`src/design/furs_pkg.sv`:
```
`default_nettype none
// ============================================================================
// furs_pkg
// Shared types and constants of the framed receiver with frame slots.
// ============================================================================
package furs_pkg;

    typedef enum logic [1:0] {
        KIND_BYTE    = 2'd0,
        KIND_TICK    = 2'd1,
        KIND_READ    = 2'd2,
        KIND_RELEASE = 2'd3
    } furs_kind_t;

    localparam int SLOTS     = 4;
    localparam int FRAME_MAX = 16;
    localparam int SLOT_W    = (SLOTS > 1) ? $clog2(SLOTS) : 1;
    localparam int POS_W     = $clog2(FRAME_MAX + 1);
    localparam int CNT_W     = $clog2(SLOTS + 1);
    localparam int ADDR_W    = $clog2(SLOTS * FRAME_MAX);

    localparam logic [7:0] CFG_HEADER  = 8'd0;
    localparam logic [7:0] CFG_TIMEOUT = 8'd1;

    localparam logic [7:0] HEADER_RST  = 8'hA5;
    localparam logic [7:0] TIMEOUT_RST = 8'd10;
    localparam logic [7:0] TICK_MAX    = 8'hFF;

    // first member sits in the top bits
    typedef struct packed {
        logic       overlength;
        logic       timed_out;
        logic [2:0] frames_held;
        logic       slot_ready;
        logic [7:0] read_data;
        logic [4:0] frame_length;
        logic [1:0] frame_slot;
        logic       frame_ok;
        logic       frame_done;
    } furs_result_t;

endpackage
`default_nettype wire

```
`src/design/furs_store.sv`:
```
`default_nettype none
// ============================================================================
// furs_store
// Frame byte memory: one write port, one read port with registered data.
// ============================================================================
module furs_store #(
    parameter int DEPTH  = 64,
    parameter int ADDR_W = 6
) (
    input  wire logic              clk,
    input  wire logic              wr_en,
    input  wire logic [ADDR_W-1:0] wr_addr,
    input  wire logic [7:0]        wr_data,
    input  wire logic              rd_en,
    input  wire logic [ADDR_W-1:0] rd_addr,
    output logic      [7:0]        rd_data
);

    logic [7:0] mem [DEPTH];
    logic [7:0] rd_data_reg;

    always_ff @(posedge clk)
    begin
        if (wr_en)
        begin
            mem[wr_addr] <= wr_data;
        end
        if (rd_en)
        begin
            rd_data_reg <= mem[rd_addr];
        end
    end

    assign rd_data = rd_data_reg;

endmodule
`default_nettype wire

```
`src/design/furs_ctrl.sv`:
```
`default_nettype none
// ============================================================================
// furs_ctrl
// Frame reception, checksum, timeout and slot table; issues store accesses.
// ============================================================================
module furs_ctrl (
    input  wire logic                        clk,
    input  wire logic                        rst_n,
    input  wire logic                        take,
    input  wire furs_pkg::furs_kind_t        kind,
    input  wire logic [7:0]                  rx_byte,
    input  wire logic [1:0]                  slot,
    input  wire logic [3:0]                  offset,
    input  wire logic [7:0]                  header_byte,
    input  wire logic [7:0]                  timeout_limit,
    output furs_pkg::furs_result_t           res,
    output logic                             rd_ok,
    output logic                             wr_en,
    output logic [furs_pkg::ADDR_W-1:0]      wr_addr,
    output logic [7:0]                       wr_data,
    output logic                             rd_en,
    output logic [furs_pkg::ADDR_W-1:0]      rd_addr
);
    import furs_pkg::*;

    logic [SLOT_W-1:0] write_slot_reg, write_slot_next;
    logic [CNT_W-1:0]  held_reg, held_next;
    logic              rcv_reg, rcv_next;
    logic [7:0]        exp_len_reg, exp_len_next;
    logic [POS_W-1:0]  bsf_reg, bsf_next;
    logic [7:0]        sum_reg, sum_next;
    logic              armed_reg, armed_next;
    logic [7:0]        tcount_reg, tcount_next;
    logic [SLOTS-1:0]  full_reg, full_next;
    logic [POS_W-1:0]  len_reg [SLOTS];
    logic [POS_W-1:0]  len_next [SLOTS];

    logic [POS_W-1:0]  pos;
    logic [POS_W-1:0]  pos1;
    logic              go;
    logic              in_range;
    logic [SLOT_W-1:0] sidx;
    logic [POS_W-1:0]  rlen;
    logic [7:0]        tc;

    always_comb
    begin
        write_slot_next = write_slot_reg;
        held_next       = held_reg;
        rcv_next        = rcv_reg;
        exp_len_next    = exp_len_reg;
        bsf_next        = bsf_reg;
        sum_next        = sum_reg;
        armed_next      = armed_reg;
        tcount_next     = tcount_reg;
        full_next       = full_reg;
        len_next        = len_reg;
        res             = '0;
        rd_ok           = 1'b0;
        wr_en           = 1'b0;
        wr_data         = rx_byte;
        rd_en           = 1'b0;
        pos             = bsf_reg;
        pos1            = bsf_reg;
        go              = 1'b0;
        in_range        = int'(slot) < SLOTS;
        sidx            = SLOT_W'(slot);
        rlen            = '0;
        tc              = tcount_reg;
        wr_addr         = ADDR_W'(int'(write_slot_reg) * FRAME_MAX + int'(bsf_reg));
        rd_addr         = ADDR_W'(int'(sidx) * FRAME_MAX + int'(offset));

        unique case (kind)
            KIND_BYTE:
            begin
                if ((!rcv_reg && rx_byte != header_byte) || int'(held_reg) >= SLOTS)
                begin
                    armed_next  = 1'b0;
                    tcount_next = '0;
                end
                else
                begin
                    go = 1'b1;
                    if (rx_byte == header_byte)
                    begin
                        rcv_next     = 1'b1;
                        exp_len_next = '0;
                        bsf_next     = '0;
                        sum_next     = '0;
                        armed_next   = 1'b1;
                        tcount_next  = '0;
                    end
                    pos     = bsf_next;
                    wr_addr = ADDR_W'(int'(write_slot_reg) * FRAME_MAX + int'(pos));
                    if (int'(pos) == 1)
                    begin
                        exp_len_next = rx_byte;
                        if (int'(rx_byte) > FRAME_MAX || rx_byte < 8'd2)
                        begin
                            res.overlength = int'(rx_byte) > FRAME_MAX;
                            go = 1'b0;
                        end
                    end
                    if (go && full_reg[write_slot_reg])
                    begin
                        go = 1'b0;
                    end
                    else if (go && int'(pos) >= FRAME_MAX)
                    begin
                        go = 1'b0;
                        res.overlength = 1'b0;
                    end
                    if (!go && !full_reg[write_slot_reg])
                    begin
                        rcv_next     = 1'b0;
                        exp_len_next = '0;
                        bsf_next     = '0;
                        sum_next     = '0;
                        armed_next   = 1'b0;
                        tcount_next  = '0;
                    end
                    else if (!go && res.overlength)
                    begin
                        rcv_next     = 1'b0;
                        exp_len_next = '0;
                        bsf_next     = '0;
                        sum_next     = '0;
                        armed_next   = 1'b0;
                        tcount_next  = '0;
                    end
                    else if (!go && int'(pos) == 1 && rx_byte < 8'd2)
                    begin
                        rcv_next     = 1'b0;
                        exp_len_next = '0;
                        bsf_next     = '0;
                        sum_next     = '0;
                        armed_next   = 1'b0;
                        tcount_next  = '0;
                    end
                    if (go)
                    begin
                        wr_en       = 1'b1;
                        pos1        = pos + POS_W'(1);
                        bsf_next    = pos1;
                        tcount_next = '0;
                        if (exp_len_next != 8'd0 && 8'(pos1) == exp_len_next)
                        begin
                            res.frame_done   = 1'b1;
                            res.frame_ok     = sum_next == rx_byte;
                            res.frame_slot   = 2'(write_slot_reg);
                            res.frame_length = exp_len_next[4:0];
                            if (sum_next == rx_byte)
                            begin
                                full_next[write_slot_reg] = 1'b1;
                                len_next[write_slot_reg]  = POS_W'(exp_len_next);
                                held_next = held_reg + CNT_W'(1);
                                if (int'(write_slot_reg) == SLOTS - 1)
                                begin
                                    write_slot_next = '0;
                                end
                                else
                                begin
                                    write_slot_next = write_slot_reg + SLOT_W'(1);
                                end
                            end
                            rcv_next     = 1'b0;
                            exp_len_next = '0;
                            bsf_next     = '0;
                            sum_next     = '0;
                            armed_next   = 1'b0;
                            tcount_next  = '0;
                        end
                        else
                        begin
                            sum_next = sum_next + rx_byte;
                        end
                    end
                end
            end
            KIND_TICK:
            begin
                if (armed_reg)
                begin
                    if (tcount_reg != TICK_MAX)
                    begin
                        tc = tcount_reg + 8'd1;
                    end
                    tcount_next = tc;
                    if (tc > timeout_limit)
                    begin
                        rcv_next      = 1'b0;
                        exp_len_next  = '0;
                        bsf_next      = '0;
                        sum_next      = '0;
                        armed_next    = 1'b0;
                        tcount_next   = '0;
                        res.timed_out = 1'b1;
                    end
                end
            end
            KIND_READ:
            begin
                if (in_range)
                begin
                    rlen             = len_reg[sidx];
                    res.frame_length = 5'(rlen);
                    res.slot_ready   = full_reg[sidx];
                    rd_ok = full_reg[sidx] && int'(offset) < int'(rlen)
                            && int'(offset) < FRAME_MAX;
                    rd_en = take && rd_ok;
                end
            end
            KIND_RELEASE:
            begin
                if (in_range && full_reg[sidx])
                begin
                    full_next[sidx] = 1'b0;
                    len_next[sidx]  = '0;
                    if (held_reg != '0)
                    begin
                        held_next = held_reg - CNT_W'(1);
                    end
                end
            end
            default:
            begin
            end
        endcase

        res.frames_held = 3'(held_next);
        wr_en = wr_en && take;
    end

    always_ff @(posedge clk or negedge rst_n)
    begin
        if (!rst_n)
        begin
            write_slot_reg <= '0;
            held_reg       <= '0;
            rcv_reg        <= 1'b0;
            exp_len_reg    <= '0;
            bsf_reg        <= '0;
            sum_reg        <= '0;
            armed_reg      <= 1'b0;
            tcount_reg     <= '0;
            full_reg       <= '0;
            for (int i = 0; i < SLOTS; i++)
            begin
                len_reg[i] <= '0;
            end
        end
        else if (take)
        begin
            write_slot_reg <= write_slot_next;
            held_reg       <= held_next;
            rcv_reg        <= rcv_next;
            exp_len_reg    <= exp_len_next;
            bsf_reg        <= bsf_next;
            sum_reg        <= sum_next;
            armed_reg      <= armed_next;
            tcount_reg     <= tcount_next;
            full_reg       <= full_next;
            len_reg        <= len_next;
        end
    end

endmodule
`default_nettype wire

```
`src/design/framed_uart_receiver_slots_unit.sv`:
```
`default_nettype none
// ============================================================================
// framed_uart_receiver_slots_unit
// Framed byte receiver storing checksummed frames into a ring of slots.
// ============================================================================
// Bytes, ticks and releases pass straight to the result register, so they
// stream at one request per clock while the sink keeps up; a read waits for
// the registered read port of the frame memory, and no request is taken until
// its result is written. One result register sits on the output: a request is
// taken only when it is empty or its result leaves in the same cycle. The slot
// count and slot size are fixed in the package. The frame memory needs no clear
// after reset: a byte is only returned from a slot whose frame was written.
module framed_uart_receiver_slots_unit (
    input  wire logic        clk,
    input  wire logic        rst_n,
    input  wire logic        s_tvalid,
    output logic             s_tready,
    input  wire logic [15:0] s_tdata,   // rx_byte, slot, offset, zero pad
    input  wire logic [1:0]  s_tuser,   // kind
    output logic             m_tvalid,
    input  wire logic        m_tready,
    // frame_done, frame_ok, frame_slot, frame_length, read_data, slot_ready,
    // frames_held, timed_out, overlength, zero pad
    output logic      [23:0] m_tdata,
    input  wire logic        cfg_valid,
    output logic             cfg_ready,
    input  wire logic [7:0]  cfg_index,
    input  wire logic [7:0]  cfg_data
);
    import furs_pkg::*;

    typedef enum logic [1:0] {
        ST_RUN  = 2'b01,
        ST_READ = 2'b10
    } state_t;

    state_t       state_reg, state_next;
    logic [7:0]   header_reg;
    logic [7:0]   timeout_reg;
    furs_result_t out_reg, out_next;
    logic         out_valid_reg, out_valid_next;
    furs_result_t pend_reg, pend_next;
    logic         pend_ok_reg, pend_ok_next;

    furs_kind_t        kind;
    logic              take;
    furs_result_t      res;
    logic              rd_ok;
    logic              wr_en;
    logic [ADDR_W-1:0] wr_addr;
    logic [7:0]        wr_data;
    logic              rd_en;
    logic [ADDR_W-1:0] rd_addr;
    logic [7:0]        rd_data;

    assign kind      = furs_kind_t'(s_tuser);
    assign s_tready  = (state_reg == ST_RUN) && (!out_valid_reg || m_tready);
    assign take      = s_tvalid && s_tready;
    assign cfg_ready = 1'b1;
    assign m_tvalid  = out_valid_reg;
    assign m_tdata   = {1'b0, out_reg};

    furs_ctrl u_ctrl (
        .clk           (clk),
        .rst_n         (rst_n),
        .take          (take),
        .kind          (kind),
        .rx_byte       (s_tdata[7:0]),
        .slot          (s_tdata[9:8]),
        .offset        (s_tdata[13:10]),
        .header_byte   (header_reg),
        .timeout_limit (timeout_reg),
        .res           (res),
        .rd_ok         (rd_ok),
        .wr_en         (wr_en),
        .wr_addr       (wr_addr),
        .wr_data       (wr_data),
        .rd_en         (rd_en),
        .rd_addr       (rd_addr)
    );

    furs_store #(
        .DEPTH  (SLOTS * FRAME_MAX),
        .ADDR_W (ADDR_W)
    ) u_store (
        .clk     (clk),
        .wr_en   (wr_en),
        .wr_addr (wr_addr),
        .wr_data (wr_data),
        .rd_en   (rd_en),
        .rd_addr (rd_addr),
        .rd_data (rd_data)
    );

    always_comb
    begin
        state_next     = state_reg;
        out_next       = out_reg;
        out_valid_next = out_valid_reg && !m_tready;
        pend_next      = pend_reg;
        pend_ok_next   = pend_ok_reg;
        unique case (state_reg)
            ST_RUN:
            begin
                if (take)
                begin
                    if (kind == KIND_READ)
                    begin
                        state_next   = ST_READ;
                        pend_next    = res;
                        pend_ok_next = rd_ok;
                    end
                    else
                    begin
                        out_next       = res;
                        out_valid_next = 1'b1;
                    end
                end
            end
            ST_READ:
            begin
                out_next           = pend_reg;
                out_next.read_data = pend_ok_reg ? rd_data : 8'd0;
                out_valid_next     = 1'b1;
                state_next         = ST_RUN;
            end
            default:
            begin
                state_next = ST_RUN;
            end
        endcase
    end

    always_ff @(posedge clk or negedge rst_n)
    begin
        if (!rst_n)
        begin
            state_reg     <= ST_RUN;
            out_valid_reg <= 1'b0;
            header_reg    <= HEADER_RST;
            timeout_reg   <= TIMEOUT_RST;
        end
        else
        begin
            state_reg     <= state_next;
            out_valid_reg <= out_valid_next;
            if (cfg_valid && cfg_ready)
            begin
                unique case (cfg_index)
                    CFG_HEADER:  header_reg  <= cfg_data;
                    CFG_TIMEOUT: timeout_reg <= cfg_data;
                    default:
                    begin
                    end
                endcase
            end
        end
    end

    always_ff @(posedge clk)
    begin
        out_reg     <= out_next;
        pend_reg    <= pend_next;
        pend_ok_reg <= pend_ok_next;
    end

    a_read_no_overwrite: assert property (@(posedge clk) disable iff (!rst_n)
        state_reg == ST_READ |-> !out_valid_reg)
        else $error("read completion would overwrite a waiting result");

    a_read_delivers: assert property (@(posedge clk) disable iff (!rst_n)
        take && kind == KIND_READ |-> ##2 out_valid_reg)
        else $error("read request did not produce a result");

    a_ok_needs_done: assert property (@(posedge clk) disable iff (!rst_n)
        out_valid_reg && out_reg.frame_ok |-> out_reg.frame_done)
        else $error("frame_ok without frame_done");

    a_data_needs_ready: assert property (@(posedge clk) disable iff (!rst_n)
        out_valid_reg && out_reg.read_data != 8'd0 |-> out_reg.slot_ready)
        else $error("read data returned from a slot without a frame");

endmodule
`default_nettype wire

```
`config.mk`:
```
export PLATFORM = sky130hd
export DESIGN_NAME = framed_uart_receiver_slots_unit
export DESIGN_NICKNAME = d
export VERILOG_FILES = /design/src/design/furs_pkg.sv /design/src/design/furs_store.sv /design/src/design/furs_ctrl.sv /design/src/design/framed_uart_receiver_slots_unit.sv
export SDC_FILE = /design/constraint.sdc
export NUM_CORES = 1
export LEC_CHECK = 0
export BUFFER_PORTS_ARGS = -buffer_cell sky130_fd_sc_hd__buf_2
export CORE_ASPECT_RATIO = 1.25
export CORE_MARGIN = 2
export CORE_UTILIZATION = 30
export CTS_BUF_LIST = sky130_fd_sc_hd__clkbuf_8
export CTS_CLUSTER_DIAMETER = 120
export DETAILED_ROUTE_END_ITERATION = 8
export GPL_TIMING_DRIVEN = 0
export SYNTH_ARGS = -nofsm -noshare
export SYNTH_HDL_FRONTEND = slang
export SYNTH_SLANG_ARGS = --single-unit
```
`constraint.sdc`:
```
create_clock -name clk -period 6.45 [get_ports clk]
set_input_delay 0.3225 -clock clk [delete_from_list [all_inputs] [get_ports clk]]
set_output_delay 0.3225 -clock clk [all_outputs]
set_load 0.005 [all_outputs]
```
==> reports/results.txt <==
die height: 338.7 um
gate count after technology mapping: 1486
PnR Total Power: 8.531 mW
Initial Util: 0.3032
IO Port Bufs: 59
part of the power in registers: 0.541
mapped cell area: 26890 um^2
Setup crit start kind: flop
Slew Limit Fails: 0
ys flop type: edfxtp_1
initial antenna violation count: 3
combinational share of power: 0.087
P_sw: 2.042 mW
Die W: 271.8 um
gr usage total: 0.1404
Post-synth ARST share: 0.1238
synth cell count leaders: edfxtp_1 (559), mux4_2 (174), nor2_1 (105)
# IOs: 66
CORE AREA: 88690 um^2
Yosys top cell by area: edfxtp_1
max FFs per register: 512
R2R depth: 17
CP Class: flop to flop
share of cells above drive strength 1: 0.2409
Fin. Hold Viols: 0
worst endpoint required time: 7030 ps
CP arrival: 6450 ps
Final Setup Violations: 0
Tcrit/Tclk final: 0.9100
DR pass1 iterations: 5
status: completed
post-synthesis sequential area ratio: 0.6982
critical path fanouts, max: 10
row cnt: 122
DRC: 0
FF+latch count, synth: 638
Post-DP Area: 28720 um^2
Reg2Reg Setup Slack: 580 ps
CP endpoint kind: flop
die area: 92050 um^2
Net Sw Frac: 0.2394
post-synth top area share: 0.6243
Clock power frac: 0.372
top post-synthesis cells by area: edfxtp_1 (62%), mux4_2 (15%), dfrtp_1 (6.7%)
vias in the first global route: 15392
Slew Limit Headroom: 0.2678
P_leak: 10.16 nW
antenna viol nets, final: 0
post-DP HPWL: 43.03 mm
Final Cell Area: 30650 um^2
TritonCTS clock tree: done
clk slew on worst S/H paths: 70 ps
DRT Wirelength: 64.54 mm
nets: 1731
postcts setup bufs: 0
skew final: 57.44 ps
worst skew pair latency: 730 ps
Worst VDD drop: 0.1746 mV
Util after Layout: 0.3456
number of flops mapped to enable cells by yosys: 559
Pwr Density: 278.3 nW/um^2
Power Internal: 6.489 mW
worst hold path depth: 3
CTS Root Buffer Type: clkbuf_8
CTS sink cnt: 638
global-route wire length before repair: 97.53 mm
area growth from synthesis to layout: 14.01%
Warnings, synthesis: 0
Mapped Nets: 1563
RSZ-0062 raised after global routing: no
Congestion Overflow GR: 0
largest net degree at the start of global routing: 73
vias per cell: 5.001
Avg Cell Area, Syn: 18.09 um^2
maxcap violations: 0
DRT iter0 DRCs: 1125
min Tclk post-route: 5869 ps
Slew @ Worst Pin: 1098 ps
Clock H-tree levels: 3
gpl congestion: 0.8415
hold path startpoint: cfg_index[0]
fmax: 0.1704 GHz
Clock Path Buffers: 3
WHS Endpoint: header_reg[1]
WL per Instance: 22.24 um
hold crit path type: input pin to flop
top-count cell post-synth: edfxtp_1
reg2reg end: u_ctrl.len_reg[14]
Num CTS Buffers: 93
Crit Reg-Reg Startpoint: header_reg[2]
via count: 14513
Yosys cell types: 71
==> how the worst max path moves through the flow <==
stage	start	to	cells past startpoint
after global routing	header_reg[0]	u_ctrl.len_reg[14]	17
after global placement	s_tdata[3]	u_ctrl.len_reg[14]	18
final	header_reg[2]	u_ctrl.len_reg[14]	17
after floorplan	header_reg[0]	m_tdata[19]	17
after CTS	s_tdata[3]	u_ctrl.len_reg[14]	18
after detailed placement	s_tdata[2]	u_ctrl.len_reg[14]	18
==> repair_timing <==
item / 4_1_cts / 5_1_grt
resized for setup: 1 / 1
hold endpoints to repair: 90 / 0
hold buffers: 12 / 0
endpoints found under the setup margin: 1 / 2
==> cell usage in the layout, fill, tap and decap left out, drive strengths merged, types with 17 or more instances in the layout <==
master and instances:
edfxtp 559, a21oi 17, dfrtp 72, nor2 105, buf 88, clkinv 35
mux4 174, clkbuf 128, mux2 33, and2 17, inv 65, nand3 24
o21ai 52, nand2 76, ha 37
==> logic make-up (layout without fill, tap and decap cells) <==
family / Yosys count / after routing / share of synthesized area
flops: 638 / 638 / 0.6982
simple gates: 306 / 306 / 0.05621
mux: 215 / 215 / 0.1625
compound gates: 163 / 163 / 0.04216
buf+inv: 99 / 336 / 0.01452
fa+ha+maj: 38 / 38 / 0.01796
xor+xnor: 25 / 25 / 0.008144
other cells: 2 / 3 / 0.0002793
==> power groups by stage <==
stage	Combinational, mW	Sequential (mW)	Clock, mW
after global routing	0.809	4.62	3.41
after detailed placement	0.741	4.70	0
after floorplan	0.421	4.70	0
after CTS	0.750	4.62	3.25
final	0.740	4.61	3.18
after global placement	0.703	4.70	0
==> metal layers <==
metal / global-route usage / share of wire / up-vias
li1: - / - / 6332
met1: 0.1673 / 0.39 / 7603
met2: 0.2527 / 0.53 / 457
met3: 0.01948 / 0.050 / 119
met4: 0.05895 / 0.033 / 2
met5: 0 / 0.00020 / -
==> critical path, stage by stage, from the launching register on <==
cell and delay (ps):
dfstp_2 540, xor2_1 90, nor4_4 450, nand2_1 300, and2_1 290, ha_1 190, clkbuf_1 230, o21ai_0 230
o22ai_1 250, a2111oi_4 630, and2_1 260, ha_1 260, nor4_1 270, nand3_1 210, nor4_4 470, a31oi_1 400
nand2b_1 400, a22o_1 280
==> area by class of cell <==
class	count	area [um^2]
Multi-Input combinational cell	749	7741
Buffer	61	247.7
Clock buffer	94	1294
Clock inverter	70	486.7
Fill cell	8332	58030
Timing Repair Buffer	73	493.0
Sequential cell	638	18770
Inverter	38	142.6
Tap cell	1178	1474
Antenna cell	1	2.502
==> metrics by stage <==
step / worst slack (ps) / cells / hold slack [ps] / setup TNS (ps)
after global placement: -512.6 / 2723 / 457.1 / -12440
after global routing: 255.8 / 2902 / 188.3 / 0
after floorplan: 1725 / 1486 / 26.91 / 0
final: 580.8 / 2902 / 158.3 / 0
after detailed placement: -723.2 / 2725 / 188.5 / -27490
after CTS: 44.33 / 2901 / 123.1 / 0
(Power assumes the default switching activity.)
